===== config.mk =====
export PLATFORM = sky130hd
export DESIGN_NAME = tc2_ram
export DESIGN_NICKNAME = d
export VERILOG_FILES = /design/src/sv/transposed_conv_2x2_stride2_macros.svh /design/src/sv/tc2_ram.sv
export SDC_FILE = /design/constraint.sdc
export NUM_CORES = 1
export LEC_CHECK = 0
export BUFFER_PORTS_ARGS = -buffer_cell sky130_fd_sc_hd__buf_2
export CAP_MARGIN = 20
export CORE_MARGIN = 1.5
export CORE_UTILIZATION = 31
export CTS_BUF_LIST = sky130_fd_sc_hd__clkbuf_4 sky130_fd_sc_hd__clkbuf_8 sky130_fd_sc_hd__clkbuf_16
export DETAILED_ROUTE_END_ITERATION = 10
export HOLD_SLACK_MARGIN = 0.15
export MAX_ROUTING_LAYER = met4
export REMOVE_ABC_BUFFERS = 1
export SLEW_MARGIN = 15
export SYNTH_ARGS = -nofsm -noshare
export SYNTH_HDL_FRONTEND = slang
export SYNTH_SLANG_ARGS = --single-unit
export TNS_END_PERCENT = 50

===== constraint.sdc =====
create_clock -name clk -period 7.43 [get_ports clk]
set_clock_uncertainty 0.2 [all_clocks]
set_input_delay 1.1145 -clock clk [delete_from_list [all_inputs] [get_ports clk]]
set_output_delay 1.1145 -clock clk [all_outputs]
set_load 0.01 [all_outputs]

===== src/sv/transposed_conv_2x2_stride2_macros.svh =====
// Assertion macros for the transposed convolution block.
`ifndef TRANSPOSED_CONV_2X2_STRIDE2_MACROS_SVH
`define TRANSPOSED_CONV_2X2_STRIDE2_MACROS_SVH
`ifndef SYNTHESIS
`define TC_ASSERT_IMPL(label, clk, rst, ante, cons) \
  label: assert property (@(posedge clk) disable iff (rst) (ante) |-> (cons)) \
    else $error("assertion failed");
`define TC_ASSERT_NEXT(label, clk, rst, ante, cons) \
  label: assert property (@(posedge clk) disable iff (rst) (ante) |=> (cons)) \
    else $error("assertion failed");
`else
`define TC_ASSERT_IMPL(label, clk, rst, ante, cons)
`define TC_ASSERT_NEXT(label, clk, rst, ante, cons)
`endif
`endif


===== src/sv/tc2_ram.sv =====
// ----------------------------------------------------------------------------
// tc2_ram
// Generic single-port-write, single-read RAM with registered read data.
// ----------------------------------------------------------------------------
module tc2_ram #(
  parameter int WIDTH = 16,
  parameter int DEPTH = 16
) (
  input  logic                     clk,
  input  logic                     we,
  input  logic [$clog2(DEPTH)-1:0] waddr,
  input  logic [WIDTH-1:0]         wdata,
  input  logic [$clog2(DEPTH)-1:0] raddr,
  output logic [WIDTH-1:0]         rdata
);
  logic [WIDTH-1:0] mem [DEPTH];

  always_ff @(posedge clk) begin
    if (we) begin
      mem[waddr] <= wdata;
    end
    rdata <= mem[raddr];
  end
endmodule


==> results.ini <==
[sta]
setup_viol=0
worst_pin_slew_ps=995
hold_ws_ps=471
rsz0062_at_grt=no
fmax_ghz=0.333
relSlewSlack_pct=33.7
fin_setup_tns_ps=0
finalHoldViolations=0
maxSlewViolCount=0
fin_crit_ps=3000
fin_ws_ps=4430
min_period_over_period_pct=40.4

[routing]
routed_wl_um=21000
ant_nets=0
wl_per_cell_um=22.7
drt_pass1_iterations=4
drt_iter0_drc=419
via_per_inst=4.87
vias=4504
drc=0

[placed_design]
io_buffers=41
gp_congestion=0.687
pre_cts_ws_ps=3780
post-dp-hpwl_um=11700

[worst_setup_path]
path_cells=buf_4, buf_4, mux4_1, a22oi_1, nand2_1
endpoint_kind=flip-flop
arrival_ps=3220
startpoint_type=primary input
cp_num_buf_inv=2
r2r_slack_ps=5890
crit_required_ps=7650
crit_fanout=39
crit_path_max_incr_delay_ps=720
cp_common_cell=buf_4
path_class=primary input to flip-flop
cpLargestDelayFamily=buffers and inverters
crit_path_top_delay_cell=buf_4

[cts]
cts_resized=0
htree_levels=1
cts.path.max_buffers=3
insertion_delay_ps=530
cts_setup_buffers=0
cts_sinks=272
numCtsBuffers=28
cts_tree=yes
path_clk_slew_ps=60
clockRootBuffer=clkbuf_16
cts_hold_buffers=0

[power_and_ir_drop]
p_switching_mw=0.640
leakage_nw=3.80
powerDensity_mw_per_mm2=274
combPwrFrac_pct=4.7
swShare_pct=19.9
peakVddDrop_uv=172
internal_power_mw=2.58
p_clk_share_pct=41.7
power_frac_seq_pct=53.6

[layout]
multiInputGateArea_mm2=0.00196
n_antenna_cell=0
nets=529
fillers=2879
drive_above_1_share_pct=34.3
syn2layout_area_growth_pct=16.8
seqCellArea_mm2=0.00801

[floorplan]
die_h_um=183
start_util_pct=31.7
rows=65
ioPinCount=42
dieArea_mm2=0.0335
core_mm2=0.0317
die_x_um=183

[synth]
synth_cell_types=19
ys_ff_latch=272
synth_edf_count=256
synth_area_mm2=0.0100
ys.flop_type=edfxtp_1
async_reset_ff_share_pct=0
syn_area_per_cell_um2=23.2
seq_area_frac_synth_pct=79.7
synth_warnings=0
syn_inst=432

[global_route]
grt_usage_pct=13.1
grt_max_degree=65
grt_pass1_wl_um=31000
overflow=0
first_global_vias=4879
antenna_found_initial=0

[job]
drv_cap=0

[run_status]
outcome=completed

[min_path]
hold_class=flip-flop to flip-flop

## worst register-to-register path: stages, from the launching register on
cell      delay [ps]
edfxtp_1         370
mux4_1           510
a22oi_1          200
nand2_1          120
## placed cells by master (no fill, tap or decap), drive strengths merged
cell / n
nor3: 4
buf: 62
dfxtp: 16
nor2b: 2
nand3: 1
inv: 1
edfxtp: 256
and2: 1
mux4: 64
nand2b: 2
a22oi: 32
or3b: 1
clkinv: 7
nor2: 13
bufinv: 1
nand2: 17
nand3b: 2
clkbuf: 40
## per-stage QoR
step | power, mW | utilization, % | instances | cell area, um^2
finish | 3.22 | 37.0 | 924 | 11700
global route | 3.32 | 37.0 | 924 | 11700
CTS | 3.25 | 37.0 | 924 | 11700
detailed placement | 1.91 | 34.2 | 875 | 10800
global placement | 1.90 | 34.2 | 875 | 10800
floorplan | 1.83 | - | 411 | 9920
## worst paths after layout
kind | from | to | cells after the start
max | raddr[0] | rdata[6] | 5
min | mem[6][15] | rdata[15] | 3
max reg2reg | mem[0][0] | rdata[0] | 3
min reg2reg | mem[6][15] | rdata[15] | 3
## cell families (layout without fill, tap and decap cells)
group	Yosys count	count (layout)	share of synthesized area [%]
AOI/OAI and AO/OA	32	32	2.39
buffers and inverters	21	111	1.23
DFF	272	272	79.7
muxes	64	64	14.7
and+or+nand+nor	43	43	1.92
## per-layer routing
| metal | vias up | track usage (%) | part of all wire (%) |
|---|---|---|---|
| met5 | - | - | 0 |
| met4 | 0 | 3.31 | 1.2 |
| met3 | 20 | 2.05 | 4.5 |
| met2 | 98 | 24.2 | 56 |
| met1 | 2404 | 14.8 | 38 |
| li1 | 1982 | - | - |
## registers in the layout (all words and copies together) (netlist names)
| name | flops |
|---|---|
| rdata | 16 |
| mem | 256 |
## synthesized netlist by cell type, types with 4 or more instances
| cell type | instances | area, um^2 |
|---|---|---|
| nor3_1 | 4 | 20.0 |
| buf_6 | 4 | 45.0 |
| nand2_1 | 17 | 63.8 |
| edfxtp_1 | 256 | 7690 |
| dfxtp_1 | 16 | 320 |
| mux4_2 | 54 | 1220 |
| a22oi_1 | 32 | 240 |
| nor2_1 | 13 | 48.8 |
| mux4_1 | 10 | 263 |
| clkbuf_1 | 8 | 30.0 |
## area by class of cell
type / count / share of cell area [%]
flip-flops and latches: 272 / 68.3
multi-input cells: 139 / 16.7
clock buffers: 40 / 7.00
well taps: 402 / 4.29
repair buffers: 62 / 3.12
clock inverters: 9 / 0.597
## power groups by stage
stage,sequential [mW],combinational [mW],clock (mW)
global route,1.73,0.164,1.43
floorplan,1.76,0.0667,0
finish,1.73,0.150,1.34
CTS,1.73,0.154,1.37
global placement,1.76,0.148,0
detailed placement,1.76,0.154,0
(Power assumes the default switching activity.)
